==> config.mk <==
export PLATFORM = sky130hd
export DESIGN_NAME = cjk_line_break_segmenter
export DESIGN_NICKNAME = d
export VERILOG_FILES = /design/src/rtl/cjls_pkg.sv /design/src/rtl/cjls_front.sv /design/src/rtl/cjls_queue.sv /design/src/rtl/cjls_back.sv /design/src/rtl/cjk_line_break_segmenter.sv
export VERILOG_INCLUDE_DIRS = /design/src /design/src/rtl
export SDC_FILE = /design/constraint.sdc
export NUM_CORES = 1
export LEC_CHECK = 0
export BUFFER_PORTS_ARGS = -buffer_cell sky130_fd_sc_hd__buf_2
export CELL_PAD_IN_SITES_DETAIL_PLACEMENT = 1
export CELL_PAD_IN_SITES_GLOBAL_PLACEMENT = 2
export CORE_MARGIN = 2
export CORE_UTILIZATION = 44
export DETAILED_ROUTE_END_ITERATION = 8
export GPL_TIMING_DRIVEN = 0
export PLACE_DENSITY_LB_ADDON = 0.15
export SYNTH_ARGS = -nofsm -noshare
export SYNTH_HDL_FRONTEND = slang
export SYNTH_HIERARCHICAL = 1
export SYNTH_SLANG_ARGS = --single-unit
==> constraint.sdc <==
create_clock -name clk -period 11 [get_ports clk]
set_clock_uncertainty 0.1 [all_clocks]
set_input_delay 2.2 -clock clk [delete_from_list [all_inputs] [get_ports clk]]
set_output_delay 2.2 -clock clk [all_outputs]
set_load 0.03 [all_outputs]
==> src/rtl/cjk_line_break_segmenter_defines.svh <==
// ============================================================================
// Assertion macros for the line break segmenter
// Concurrent assertion wrappers, clocked on clk and disabled during reset.
// ============================================================================
`ifndef CJK_LINE_BREAK_SEGMENTER_DEFINES_SVH
`define CJK_LINE_BREAK_SEGMENTER_DEFINES_SVH

`ifndef SYNTHESIS
// Checks that cons holds in the same cycle as ante.
`define CJLS_ASSERT_IMPLY(lbl, ante, cons, msg) \
    lbl: assert property (@(posedge clk) disable iff (!rst_n) (ante) |-> (cons)) \
        else $error(msg);
// Checks that cons holds in the cycle after ante.
`define CJLS_ASSERT_NEXT(lbl, ante, cons, msg) \
    lbl: assert property (@(posedge clk) disable iff (!rst_n) (ante) |=> (cons)) \
        else $error(msg);
`else
`define CJLS_ASSERT_IMPLY(lbl, ante, cons, msg)
`define CJLS_ASSERT_NEXT(lbl, ante, cons, msg)
`endif

`endif

==> src/rtl/cjls_pkg.sv <==
// ============================================================================
// Line break segmenter package
// Character classes, job and status records, and the classification tables.
// ============================================================================
package cjls_pkg;

    localparam int CP_W             = 21;
    localparam int LEN_W            = 8;
    localparam int DATA_W           = 24;
    localparam int CJLS_QUEUE_DEPTH = 4;

    localparam logic [LEN_W-1:0] SPLIT_LEN_RESET = 8'd24;
    localparam logic [2:0]       ADDR_SPLIT_LEN  = 3'd0;

    typedef logic [CP_W-1:0] cp_t;

    typedef enum logic [2:0]
    {
        CLS_WS,
        CLS_NS,
        CLS_NE,
        CLS_ID,
        CLS_OT
    } cls_t;

    // One character to be processed by the back end, with the class of the
    // character that follows it.
    typedef struct packed
    {
        cp_t  cp;
        cls_t cls;
        cls_t next_cls;
        logic has_next;
        logic is_last;
    } job_t;

    typedef struct packed
    {
        logic             word_open;
        logic             only_openers;
        logic [LEN_W-1:0] word_length;
    } word_stat_t;

    localparam cp_t CP_SPACE      = 21'h00020;
    localparam cp_t CP_IDEO_SPACE = 21'h03000;
    localparam cp_t CP_NBSP       = 21'h000A0;
    localparam cp_t CP_ZWSP       = 21'h0200B;

    localparam int NS_N = 52;
    localparam int NE_N = 27;
    localparam int ID_N = 20;

    localparam cp_t NS_TAB [NS_N] = '{
        21'hFF0C, 21'h3001, 21'h3002, 21'hFF0E, 21'hFF1B, 21'hFF1A, 21'hFF01, 21'hFF1F,
        21'hFF09, 21'h3011, 21'h300B, 21'h300D, 21'h300F, 21'h3015,
        21'h3017, 21'h3019, 21'h301B, 21'hFF5D, 21'hFF3D, 21'hFF60, 21'h3009,
        21'h201D, 21'h2019, 21'h00BB, 21'h203A,
        21'h2026, 21'h2014, 21'h2013, 21'hFF5E, 21'h00B7, 21'h2022,
        21'h00B0, 21'h0025, 21'h2030, 21'h2103, 21'h2109,
        21'h29, 21'h5D, 21'h7D, 21'h3E, 21'h2C, 21'h2E, 21'h3B, 21'h3A, 21'h21, 21'h3F,
        21'h2F, 21'h5C, 21'h7C, 21'h2D, 21'h5F, 21'h7E
    };

    localparam cp_t NE_TAB [NE_N] = '{
        21'hFF08, 21'h3010, 21'h300A, 21'h300C, 21'h300E, 21'h3014,
        21'h3016, 21'h3018, 21'h301A, 21'hFF5B, 21'hFF3B, 21'hFF5F, 21'h3008,
        21'h201C, 21'h2018, 21'h00AB, 21'h2039,
        21'h00A5, 21'h0024, 21'h00A3, 21'h20AC, 21'h2116, 21'h00A7,
        21'h28, 21'h5B, 21'h7B, 21'h3C
    };

    localparam cp_t ID_LO [ID_N] = '{
        21'h4E00, 21'h3400, 21'h20000, 21'h30000, 21'hF900, 21'h2F800,
        21'h3040, 21'h30A0, 21'h3100, 21'h31A0, 21'h31F0, 21'h3200,
        21'h3300, 21'hAC00, 21'h1100, 21'h3130, 21'h2E80, 21'h2460,
        21'h2500, 21'h2600
    };

    localparam cp_t ID_HI [ID_N] = '{
        21'h9FFF, 21'h4DBF, 21'h2EBEF, 21'h3134F, 21'hFAFF, 21'h2FA1F,
        21'h309F, 21'h30FF, 21'h312F, 21'h31BF, 21'h31FF, 21'h32FF,
        21'h33FF, 21'hD7AF, 21'h11FF, 21'h318F, 21'h2FDF, 21'h24FF,
        21'h25FF, 21'h27BF
    };

    function automatic cls_t cjls_classify(input cp_t c);
        logic ws_hit;
        logic ns_hit;
        logic ne_hit;
        logic id_hit;
        cls_t cls;
        ws_hit = (c == CP_SPACE) || (c >= 21'h09 && c <= 21'h0D) || (c == CP_NBSP) ||
                 (c == CP_IDEO_SPACE) || (c >= 21'h2000 && c <= CP_ZWSP);
        ns_hit = 1'b0;
        ne_hit = 1'b0;
        id_hit = 1'b0;
        for (int i = 0; i < NS_N; i++)
        begin
            if (c == NS_TAB[i])
                ns_hit = 1'b1;
        end
        for (int i = 0; i < NE_N; i++)
        begin
            if (c == NE_TAB[i])
                ne_hit = 1'b1;
        end
        for (int i = 0; i < ID_N; i++)
        begin
            if (c >= ID_LO[i] && c <= ID_HI[i])
                id_hit = 1'b1;
        end
        if (ws_hit)
            cls = CLS_WS;
        else if (ns_hit)
            cls = CLS_NS;
        else if (ne_hit)
            cls = CLS_NE;
        else if (id_hit)
            cls = CLS_ID;
        else
            cls = CLS_OT;
        return cls;
    endfunction

endpackage

==> src/rtl/cjls_front.sv <==
// ============================================================================
// Segmenter front end
// Classifies each incoming code point, keeps one character of look-ahead and
// turns every accepted beat into zero, one or two jobs for the queue.
// ============================================================================
module cjls_front
(
    input  logic                clk,
    input  logic                rst_n,
    input  logic                s_tvalid,
    output logic                s_tready,
    input  cjls_pkg::cp_t       in_cp,
    input  logic                in_last,
    input  logic                q_room,
    output logic [1:0]          push_count,
    output cjls_pkg::job_t      push_a,
    output cjls_pkg::job_t      push_b,
    output logic                held_valid
);
    import cjls_pkg::*;

    cp_t  held_char_reg;
    cp_t  held_char_next;
    cls_t held_cls_reg;
    cls_t held_cls_next;
    logic held_valid_reg;
    logic held_valid_next;
    cls_t cur_cls;
    logic accept;
    job_t held_job;
    job_t cur_job;

    assign cur_cls  = cjls_classify(in_cp);
    assign s_tready = q_room;
    assign accept   = s_tvalid && s_tready;

    always_comb
    begin
        held_job.cp       = held_char_reg;
        held_job.cls      = held_cls_reg;
        held_job.next_cls = cur_cls;
        held_job.has_next = 1'b1;
        held_job.is_last  = 1'b0;

        cur_job.cp        = in_cp;
        cur_job.cls       = cur_cls;
        cur_job.next_cls  = CLS_OT;
        cur_job.has_next  = 1'b0;
        cur_job.is_last   = 1'b1;

        // The held character always goes first; the new one only follows it
        // when it ends the text.
        push_a = held_valid_reg ? held_job : cur_job;
        push_b = cur_job;
        if (accept)
            push_count = {1'b0, held_valid_reg} + {1'b0, in_last};
        else
            push_count = 2'd0;

        held_char_next  = held_char_reg;
        held_cls_next   = held_cls_reg;
        held_valid_next = held_valid_reg;
        if (accept)
        begin
            if (in_last)
            begin
                held_char_next  = '0;
                held_cls_next   = CLS_WS;
                held_valid_next = 1'b0;
            end
            else
            begin
                held_char_next  = in_cp;
                held_cls_next   = cur_cls;
                held_valid_next = 1'b1;
            end
        end
    end

    always_ff @(posedge clk or negedge rst_n)
    begin
        if (!rst_n)
        begin
            held_valid_reg <= 1'b0;
        end
        else
        begin
            held_valid_reg <= held_valid_next;
        end
    end

    always_ff @(posedge clk)
    begin
        held_char_reg <= held_char_next;
        held_cls_reg  <= held_cls_next;
    end

    assign held_valid = held_valid_reg;

endmodule

==> src/rtl/cjls_queue.sv <==
// ============================================================================
// Segmenter job queue
// Small circular queue that takes up to two jobs and gives one job per cycle when popped.
// ============================================================================
module cjls_queue
#(
    parameter int DEPTH = cjls_pkg::CJLS_QUEUE_DEPTH
)
(
    input  logic            clk,
    input  logic            rst_n,
    input  logic [1:0]      push_count,
    input  cjls_pkg::job_t  push_a,
    input  cjls_pkg::job_t  push_b,
    output logic            room,
    input  logic            pop,
    output logic            not_empty,
    output cjls_pkg::job_t  head
);
    import cjls_pkg::*;

    localparam int PTR_W = (DEPTH > 1) ? $clog2(DEPTH) : 1;
    localparam int CNT_W = $clog2(DEPTH + 1);

    job_t             slot_reg [DEPTH];
    logic [PTR_W-1:0] wr_ptr_reg;
    logic [PTR_W-1:0] wr_ptr_next;
    logic [PTR_W-1:0] wr_ptr_plus1;
    logic [PTR_W-1:0] rd_ptr_reg;
    logic [PTR_W-1:0] rd_ptr_next;
    logic [CNT_W-1:0] count_reg;
    logic [CNT_W-1:0] count_next;

    function automatic logic [PTR_W-1:0] ptr_inc(input logic [PTR_W-1:0] p);
        logic [PTR_W-1:0] r;
        if (p == PTR_W'(DEPTH - 1))
            r = '0;
        else
            r = p + 1'b1;
        return r;
    endfunction

    assign wr_ptr_plus1 = ptr_inc(wr_ptr_reg);
    assign room         = count_reg <= CNT_W'(DEPTH - 2);
    assign not_empty    = count_reg != '0;
    assign head         = slot_reg[rd_ptr_reg];

    always_comb
    begin
        case (push_count)
            2'd1:    wr_ptr_next = wr_ptr_plus1;
            2'd2:    wr_ptr_next = ptr_inc(wr_ptr_plus1);
            default: wr_ptr_next = wr_ptr_reg;
        endcase
        rd_ptr_next = pop ? ptr_inc(rd_ptr_reg) : rd_ptr_reg;
        count_next  = count_reg + CNT_W'(push_count) - CNT_W'(pop);
    end

    always_ff @(posedge clk or negedge rst_n)
    begin
        if (!rst_n)
        begin
            wr_ptr_reg <= '0;
            rd_ptr_reg <= '0;
            count_reg  <= '0;
        end
        else
        begin
            wr_ptr_reg <= wr_ptr_next;
            rd_ptr_reg <= rd_ptr_next;
            count_reg  <= count_next;
        end
    end

    always_ff @(posedge clk)
    begin
        if (push_count != 2'd0)
            slot_reg[wr_ptr_reg] <= push_a;
        if (push_count == 2'd2)
            slot_reg[wr_ptr_plus1] <= push_b;
    end

endmodule

==> src/rtl/cjls_back.sv <==
// ============================================================================
// Segmenter back end
// Applies the line break rules to one job per cycle while the output is not
// stalled, tracks the pending word and drives the registered output beat.
// ============================================================================
module cjls_back
(
    input  logic                           clk,
    input  logic                           rst_n,
    input  logic                           job_valid,
    input  cjls_pkg::job_t                 job,
    output logic                           pop,
    input  logic [cjls_pkg::LEN_W-1:0]     split_len,
    output logic                           m_tvalid,
    input  logic                           m_tready,
    output cjls_pkg::cp_t                  out_cp,
    output logic                           out_space,
    output logic                           out_word_end,
    output logic                           out_last,
    output cjls_pkg::word_stat_t           word_stat
);
    import cjls_pkg::*;

    word_stat_t       stat_reg;
    word_stat_t       stat_next;
    logic             out_valid_reg;
    logic             out_valid_next;
    cp_t              cp_reg;
    cp_t              cp_next;
    logic             space_reg;
    logic             space_next;
    logic             wend_reg;
    logic             wend_next;
    logic             last_reg;
    logic             cut;

    function automatic logic [LEN_W-1:0] sat_inc(input logic [LEN_W-1:0] v);
        logic [LEN_W-1:0] r;
        if (v == '1)
            r = v;
        else
            r = v + 1'b1;
        return r;
    endfunction

    assign pop = job_valid && (!out_valid_reg || m_tready);

    always_comb
    begin
        stat_next  = stat_reg;
        cp_next    = job.cp;
        space_next = 1'b0;
        wend_next  = 1'b0;
        cut        = 1'b0;

        case (job.cls)
            CLS_WS:
            begin
                stat_next  = '{word_open: 1'b0, only_openers: 1'b1, word_length: '0};
                space_next = 1'b1;
                if (job.cp inside {CP_IDEO_SPACE, CP_NBSP, CP_ZWSP})
                    cp_next = CP_SPACE;
            end
            CLS_NS:
            begin
                stat_next.word_open    = 1'b1;
                stat_next.word_length  = sat_inc(stat_reg.word_length);
                stat_next.only_openers = 1'b0;
                cut = job.has_next && job.next_cls != CLS_NS;
            end
            CLS_NE:
            begin
                stat_next = '{word_open: 1'b1, only_openers: 1'b1, word_length: LEN_W'(1)};
            end
            CLS_ID:
            begin
                // An ideograph joins the pending word only if that word holds
                // nothing but opening punctuation.
                stat_next.word_open    = 1'b1;
                stat_next.only_openers = 1'b0;
                if (stat_reg.word_open && stat_reg.only_openers)
                    stat_next.word_length = sat_inc(stat_reg.word_length);
                else
                    stat_next.word_length = LEN_W'(1);
                cut = job.has_next && job.next_cls != CLS_NS;
            end
            default:
            begin
                stat_next.word_open    = 1'b1;
                stat_next.word_length  = sat_inc(stat_reg.word_length);
                stat_next.only_openers = 1'b0;
                cut = (stat_next.word_length >= split_len) && job.has_next &&
                      job.next_cls != CLS_NS;
            end
        endcase

        if (job.cls != CLS_WS)
        begin
            if (cut)
            begin
                wend_next = 1'b1;
                stat_next = '{word_open: 1'b0, only_openers: 1'b1, word_length: '0};
            end
            else if (!job.has_next)
            begin
                wend_next = 1'b1;
            end
            else if (job.next_cls == CLS_WS || job.next_cls == CLS_NE ||
                     (job.next_cls == CLS_ID && !stat_next.only_openers))
            begin
                wend_next = 1'b1;
            end
        end

        if (job.is_last)
            stat_next = '{word_open: 1'b0, only_openers: 1'b1, word_length: '0};

        if (pop)
            out_valid_next = 1'b1;
        else if (m_tready)
            out_valid_next = 1'b0;
        else
            out_valid_next = out_valid_reg;
    end

    always_ff @(posedge clk or negedge rst_n)
    begin
        if (!rst_n)
        begin
            stat_reg      <= '{word_open: 1'b0, only_openers: 1'b1, word_length: '0};
            out_valid_reg <= 1'b0;
        end
        else
        begin
            out_valid_reg <= out_valid_next;
            if (pop)
                stat_reg <= stat_next;
        end
    end

    always_ff @(posedge clk)
    begin
        if (pop)
        begin
            cp_reg    <= cp_next;
            space_reg <= space_next;
            wend_reg  <= wend_next;
            last_reg  <= job.is_last;
        end
    end

    assign m_tvalid     = out_valid_reg;
    assign out_cp       = cp_reg;
    assign out_space    = space_reg;
    assign out_word_end = wend_reg;
    assign out_last     = last_reg;
    assign word_stat    = stat_reg;

endmodule

==> src/rtl/cjk_line_break_segmenter.sv <==
// Line break opportunity marker for CJK and Latin text. Code points enter one
// beat per cycle while the queue has room and leave one beat per cycle while
// m_tready is high, each marked as a space unit or as the end of a word unit.
// The block holds back one character to see the next one, so a beat other than
// the last leaves only after the character that follows it arrives. A beat with
// s_tlast set releases both the held character and its own through the
// single-beat output stage of the back end.
// ============================================================================
// Line break segmenter top level
// Front end classifier, job queue, rule back end and the APB register.
// ============================================================================
`include "cjk_line_break_segmenter_defines.svh"

module cjk_line_break_segmenter
#(
    parameter int QUEUE_DEPTH = cjls_pkg::CJLS_QUEUE_DEPTH
)
(
    input  logic                          clk,
    input  logic                          rst_n,
    // APB register port
    input  logic                          psel,
    input  logic                          penable,
    input  logic                          pwrite,
    input  logic [2:0]                    paddr,
    input  logic [31:0]                   pwdata,
    output logic [31:0]                   prdata,
    output logic                          pready,
    // Input stream
    input  logic                          s_tvalid,
    output logic                          s_tready,
    input  logic [cjls_pkg::DATA_W-1:0]   s_tdata,   // [20:0] code_point
    input  logic                          s_tlast,   // end_of_text
    // Output stream
    output logic                          m_tvalid,
    input  logic                          m_tready,
    output logic [cjls_pkg::DATA_W-1:0]   m_tdata,   // [20:0] char_out
    output logic [1:0]                    m_tuser,   // [0] is_space, [1] word_end
    output logic                          m_tlast    // last
);
    import cjls_pkg::*;

    logic [LEN_W-1:0] split_len_reg;
    logic             cfg_write;
    logic             q_room;
    logic [1:0]       push_count;
    job_t             push_a;
    job_t             push_b;
    logic             pop;
    logic             q_not_empty;
    job_t             q_head;
    logic             held_valid;
    word_stat_t       word_stat;
    cp_t              out_cp;
    logic             out_space;
    logic             out_word_end;

    assign pready    = 1'b1;
    assign cfg_write = psel && penable && pwrite && pready && (paddr == ADDR_SPLIT_LEN);
    assign prdata    = (paddr == ADDR_SPLIT_LEN) ? {{(32 - LEN_W){1'b0}}, split_len_reg} : '0;

    always_ff @(posedge clk or negedge rst_n)
    begin
        if (!rst_n)
        begin
            split_len_reg <= SPLIT_LEN_RESET;
        end
        else if (cfg_write)
        begin
            split_len_reg <= pwdata[LEN_W-1:0];
        end
    end

    cjls_front u_front
    (
        .clk        (clk),
        .rst_n      (rst_n),
        .s_tvalid   (s_tvalid),
        .s_tready   (s_tready),
        .in_cp      (s_tdata[CP_W-1:0]),
        .in_last    (s_tlast),
        .q_room     (q_room),
        .push_count (push_count),
        .push_a     (push_a),
        .push_b     (push_b),
        .held_valid (held_valid)
    );

    cjls_queue #(.DEPTH(QUEUE_DEPTH)) u_queue
    (
        .clk        (clk),
        .rst_n      (rst_n),
        .push_count (push_count),
        .push_a     (push_a),
        .push_b     (push_b),
        .room       (q_room),
        .pop        (pop),
        .not_empty  (q_not_empty),
        .head       (q_head)
    );

    cjls_back u_back
    (
        .clk          (clk),
        .rst_n        (rst_n),
        .job_valid    (q_not_empty),
        .job          (q_head),
        .pop          (pop),
        .split_len    (split_len_reg),
        .m_tvalid     (m_tvalid),
        .m_tready     (m_tready),
        .out_cp       (out_cp),
        .out_space    (out_space),
        .out_word_end (out_word_end),
        .out_last     (m_tlast),
        .word_stat    (word_stat)
    );

    assign m_tdata = {{(DATA_W - CP_W){1'b0}}, out_cp};
    assign m_tuser = {out_word_end, out_space};

    // The beat that ends a text leaves the word tracker in its idle state.
    `CJLS_ASSERT_IMPLY(a_last_clears_word, m_tvalid && m_tlast, !word_stat.word_open && word_stat.word_length == '0, "word state not cleared at end of text")
    // A space unit never closes a word.
    `CJLS_ASSERT_IMPLY(a_space_no_word_end, m_tvalid, !(m_tuser[0] && m_tuser[1]), "space beat marked as word end")
    // Nothing stays held once the end of a text has been taken.
    `CJLS_ASSERT_NEXT(a_eot_drops_held, s_tvalid && s_tready && s_tlast, !held_valid, "character still held after end of text")

endmodule
After elaboration in Yosys (flattened, before gate mapping)
Memories as Yosys holds them, arrays and structs flattened.
Index checks and enable logic that the tools add are counted.
- reductions and logical operators: 53
- $add $sub $neg: 7
- equal/unequal tests: 97
- muxes and demuxes: 131
- order comparisons: 46
- operators by type and width (cell ; count):
    equality test 21 x 14 -> 1 bit, second input constant ; 38
    equality test 21 x 16 -> 1 bit, second input constant ; 15
    equality test 21 x 6 -> 1 bit, second input constant ; 15
    >= comparator 21 x 14 -> 1 bit, second input constant ; 14
    <= comparator 21 x 14 -> 1 bit, second input constant ; 13
    equality test 21 x 8 -> 1 bit, second input constant ; 9
    equality test 21 x 7 -> 1 bit, second input constant ; 8
    two-way mux 1 bit ; 110
    >= comparator 21 x 18 -> 1 bit, second input constant ; 3
    <= comparator 21 x 16 -> 1 bit, second input constant ; 3
    <= comparator 21 x 18 -> 1 bit, second input constant ; 3
    >= comparator 21 x 16 -> 1 bit, second input constant ; 2
    two-way mux 21 bit ; 2
    one-hot mux 10 bit (4 select lines) ; 1
    logical AND 1 bit ; 32
    two-way mux 8 bit ; 4
    two-way mux 10 bit ; 3
    two-way mux 29 bit ; 1
    >= comparator 21 x 13 -> 1 bit, second input constant ; 1
    >= comparator 21 x 15 -> 1 bit, second input constant ; 1
    >= comparator 21 x 4 -> 1 bit, second input constant ; 1
    <= comparator 21 x 13 -> 1 bit, second input constant ; 1
    <= comparator 21 x 15 -> 1 bit, second input constant ; 1
    <= comparator 21 x 4 -> 1 bit, second input constant ; 1
    24 further kinds ; 52
- memories: 1
- output and inout bits: 62
- input port bits: 67
- bits in registers: 75
- word-level logic and storage cells: 350
- RAM bits: 116
- memories (memory ; depth ; bits a word ; rd ports ; clocked after Yosys merged registers in ; write ports ; RTL line ; RTL):
    u_queue.slot_reg ; 4 ; 29 ; 1 ; 0 ; 2 ; cjls_queue.sv:25 ; job_t slot_reg [DEPTH];

Longest topological paths before layout
- depth in word-level cells: 56
- mapped depth: 13
- mapped depth without buffers: 13

Cells and area by module
Netlist, hierarchy kept.
- modules (own cells, without submodules) (module ; area each (sq um) ; cells an instance ; times used ; seq. area each (sq um)):
    cjls_queue ; 6074.6 ; 334 ; 1 ; 3658.5
    cjls_front ; 3334.4 ; 431 ; 1 ; 745.7
    cjls_back ; 1819.2 ; 166 ; 1 ; 997.2
    cjk_line_break_segmenter ; 663.1 ; 59 ; 1 ; 202.7

Least setup slack after synthesis
OpenSTA, ideal clock, no wires.
- path type: input to register
- from: input port s_tlast
- to: memory u_queue/slot_reg[1][0] (netlist bit), enable pin
- cell stages on the path: 5
- required time: 10445 ps
- setup slack: 5476 ps
- buffers on the path: 0
- arrival: 4968 ps
- setup time: 455 ps
- cell sequence: ha_1 and3_1 inv_1 ha_1 o21ai_0
- RTL lines (item ; RTL line ; RTL):
    start: declaration ; cjk_line_break_segmenter.sv:33 ; input logic s_tlast,
    end: declaration ; cjls_queue.sv:25 ;

==> results.py <==
metrics = {
    "sta": {
        "hold-worst-slack_ns": 0.418,
        "post-route-worst-setup-slack_ns": 5.59,
        "rsz0062_at_grt": "false",
        "report.final.hold_viol_count": 0,
        "maxClockFrequency_ghz": 0.185,
        "final.min_clock_period_ns": 5.41,
        "max-slew-margin-rel_pct": 12.7,
        "final-setup-viol-count": 0,
        "final.period_utilization_pct": 49.2,
        "finalMaxSlewViolations": 0,
        "final.setup.tns_ns": 0,
        "worst_pin_slew_ns": 1.30,
    },
    "placed_design": {
        "numPlacedInstances": 1434,
        "gp_routability_congestion": 0.925,
        "dp_hpwl_mm": 24.9,
        "dpl_worst_slack_ns": 5.18,
        "placement.io_buffers": 70,
    },
    "synthesis": {
        "yosysWarnings": 6,
        "synth-edff-count": 164,
        "syn-mean-instance-area_um2": 12.0,
        "largest_family_of_logic_cells_by_synthesized_area": "multiplexers",
        "ys_ff_latch": 191,
        "synth-simple-area-share_pct": 13.5,
        "ys.flop_type": "sky130_fd_sc_hd__edfxtp_1",
        "post_synthesis_compound_gate_area_fraction_pct": 8.90,
        "synth_cells": 990,
        "synth.area.mux_share_pct": 19.3,
        "netlist-cell-type-count": 94,
        "post_synth_fa_ha_maj_area_fraction_pct": 2.38,
        "synth.yosys.seq_area_share_pct": 47.1,
        "yosys.area_share.xor_xnor_pct": 0.516,
        "netlist_area_um2": 11900,
        "synthArstFlopShare_pct": 14.1,
    },
    "final_layout": {
        "fraction_of_layout_cells_with_a_size_suffix_above_1_pct": 37.9,
        "area_growth_syn_to_layout_pct": 14.1,
        "layoutNonFillerInstCount": 1467,
        "final_nets": 1201,
        "post-route-util_pct": 50.8,
        "largest_reg_flops": 116,
    },
    "routing": {
        "drtPass1Iterations": 5,
        "first_iter_violations": 633,
        "wirelength_mm": 33.8,
        "wire_per_inst_um": 23.0,
        "num_vias": 8442,
        "drc": 0,
        "route.detailed.vias_per_inst": 5.75,
        "final_antenna_net_count": 0,
    },
    "cts": {
        "cts_inserted_buffers": 17,
        "clk_transition_reported_paths_ns": 0.09,
        "clock_path_buffers": 2,
        "hold_buffers": 0,
        "cts_root_buffer": "sky130_fd_sc_hd__clkbuf_16",
        "post-cts-setup-buffers": 0,
        "cts_max_level": 4,
        "clk-insertion-delay-late_ns": 0.43,
        "cts_num_sinks": 191,
        "tritoncts_clock_tree": "yes",
        "cts_repair_resize_count": 0,
    },
    "grt": {
        "grt_antenna_before_repair": 1,
        "number_of_global_route_vias_before_repair": 8666,
        "grt_start_max_net_pins": 31,
        "grt-ovfl-total": 0,
        "globalRouteTotalUtil_pct": 24.2,
        "first_pass_grt_wire_length_mm": 52.2,
    },
    "floorplan": {
        "floorplan.initialDensity_pct": 44.5,
        "io-pin-count": 129,
        "die_w_um": 168,
        "die_height_um": 168,
        "rows": 60,
        "die_area_um2": 28400,
        "core_region_area_um2": 26700,
    },
    "worst_setup_path": {
        "worst_path_most_repeated_cell": "sky130_fd_sc_hd__buf_2",
        "r2r_start": "u_queue/rd_ptr_reg[1]",
        "crit_path_start": "s_tdata[8]",
        "worst-r2r-cell-count": 6,
        "criticalPathCategory": "in2reg",
        "path_max_fanout": 10,
        "setup.worst_path.end": "u_queue/slot_reg[1][4]",
        "critPathSlowestCell": "sky130_fd_sc_hd__o41ai_1",
        "critical_path_arrival_ns": 5.63,
        "cp-start-kind": "input port",
        "r2r_endpoint": "u_back/out_cp[3]",
        "crit_path_largest_cell_delay_ns": 1.05,
        "cp.required_ns": 11.21,
        "timing.reg2reg.setup_slack_ns": 7.35,
        "worst_setup_path_end_kind": "flip-flop",
        "critical_path.cell_chain": "buf_2 > buf_2 > clkbuf_1 > nor4_1 > nand3_1 > a21oi_1 > o41ai_1 > nand2_1 > o31ai_1 > mux2_2",
    },
    "run_status": {
        "outcome": "finished clean",
    },
    "pwr": {
        "pwrdens_nw_per_um2": 213,
        "ir_drop_mv": 0.134,
        "power.leakage_nw": 5.07,
    },
    "flow_run": {
        "maxCapViolCount": 0,
    },
    "worst_hold_path": {
        "timing.hold.worst.class": "reg2reg",
    },
}
==> how the worst min path moves through the flow <==
stage	startpoint	end	slack [ns]	cells after the start
5_1_grt	u_back/word_stat[8]	u_back/word_stat[8]	0.43	1
3_3_place_gp	u_back/word_stat[9]	u_back/word_stat[9]	0.39	2
6_report	u_back/word_stat[8]	u_back/word_stat[8]	0.42	1
2_1_floorplan	u_back/word_stat[9]	u_back/word_stat[9]	0.37	2
4_1_cts	u_back/word_stat[8]	u_back/word_stat[8]	0.42	1
3_5_place_dp	u_back/word_stat[9]	u_back/word_stat[9]	0.40	2
==> critical path, delay by kind of cell <==
| kind | cells | cell delay [ns] |
|---|---|---|
| multiplexers | 1 | 0.27 |
| AO/OA/AOI/OAI | 3 | 1.67 |
| AND/OR/NAND/NOR | 3 | 0.64 |
| buffers and inverters | 3 | 0.84 |
==> cells in the mapped netlist (8+ instances only) <==
master / number / share of area [%]
sky130_fd_sc_hd__o21ai_0: 32 / 1.3
sky130_fd_sc_hd__buf_4: 62 / 3.9
sky130_fd_sc_hd__and3_1: 8 / 0.42
sky130_fd_sc_hd__nand2_1: 51 / 1.6
sky130_fd_sc_hd__buf_2: 34 / 1.4
sky130_fd_sc_hd__nand2b_1: 10 / 0.53
sky130_fd_sc_hd__inv_1: 32 / 1.0
sky130_fd_sc_hd__clkbuf_1: 30 / 0.95
sky130_fd_sc_hd__nor2_1: 51 / 1.6
sky130_fd_sc_hd__nand4_1: 9 / 0.47
sky130_fd_sc_hd__dfrtp_1: 24 / 5.1
sky130_fd_sc_hd__mux2_4: 8 / 1.0
sky130_fd_sc_hd__edfxtp_1: 164 / 41
sky130_fd_sc_hd__nor3_1: 20 / 0.84
sky130_fd_sc_hd__and2_2: 8 / 0.51
sky130_fd_sc_hd__mux2_2: 134 / 13
sky130_fd_sc_hd__a31oi_1: 11 / 0.58
sky130_fd_sc_hd__a21oi_1: 28 / 1.2
sky130_fd_sc_hd__nor2b_1: 25 / 1.3
sky130_fd_sc_hd__nand3_1: 24 / 1.0
sky130_fd_sc_hd__ha_1: 21 / 2.2
sky130_fd_sc_hd__mux4_2: 28 / 5.3
sky130_fd_sc_hd__nor4_1: 18 / 0.95
==> layer usage <==
metal / vias to the layer above / wire length (µm) / global-route usage (%)
met2: 263 / 16400 / 40.6
met3: 40 / 1670 / 3.17
li1: 3918 / - / -
met4: 0 / 641 / 7.08
met1: 4221 / 15000 / 33.0
met5: - / 0 / 0
==> cell type report <==
| cell class | count | area, µm² |
|---|---|---|
| Timing Repair Buffer | 74 | 445 |
| Clock buffer | 17 | 425 |
| Fill cell | 2836 | 13200 |
| Clock inverter | 15 | 225 |
| Tap cell | 341 | 427 |
| Inverter | 34 | 128 |
| Antenna cell | 1 | 2.50 |
| Buffer | 135 | 843 |
| Multi-Input combinational cell | 659 | 5470 |
| Sequential cell | 191 | 5600 |
==> power by group <==
group	switching (mW)	leakage [nW]	internal (mW)	total (mW)
Sequential	0.0588	1.85	1.02	1.08
Combinational	0.668	2.91	0.481	1.15
Clock	0.325	0.313	0.339	0.664
Total	1.05	5.07	1.84	2.89
==> through the flow <==
stage | cell area (µm²) | power (mW)
global placement | 12800 | 2.19
finish | 13600 | 2.89
CTS | 13600 | 2.92
detailed placement | 12900 | 2.24
global route | 13600 | 3.04
floorplan | 12000 | 1.90
==> layout by cell type, fill, tap and decap left out, types with 21 or more instances in the layout <==
cell                       instances
sky130_fd_sc_hd__a21oi_1          28
sky130_fd_sc_hd__ha_1             21
sky130_fd_sc_hd__mux4_2           28
sky130_fd_sc_hd__buf_4            62
sky130_fd_sc_hd__nor2b_1          25
sky130_fd_sc_hd__nor2_1           51
sky130_fd_sc_hd__conb_1           33
sky130_fd_sc_hd__nand2_1          51
sky130_fd_sc_hd__buf_2           104
sky130_fd_sc_hd__clkbuf_1         30
sky130_fd_sc_hd__o21ai_0          28
sky130_fd_sc_hd__dfrtp_1          24
sky130_fd_sc_hd__inv_1            32
sky130_fd_sc_hd__mux2_2          134
sky130_fd_sc_hd__edfxtp_1        164
sky130_fd_sc_hd__nand3_1          24
==> kinds of logic (layout without fill, tap and decap cells) <==
| logic type | after synthesis | count (layout) |
|---|---|---|
| multiplexers | 172 | 172 |
| AND/OR/NAND/NOR | 279 | 279 |
| AO/OA/AOI/OAI | 146 | 146 |
| adder cells (fa/ha/maj) | 22 | 22 |
| buffers and inverters | 169 | 275 |
| flip-flops | 191 | 191 |
| other | 4 | 34 |
| XOR/XNOR | 7 | 7 |
(Power assumes the default switching activity.)
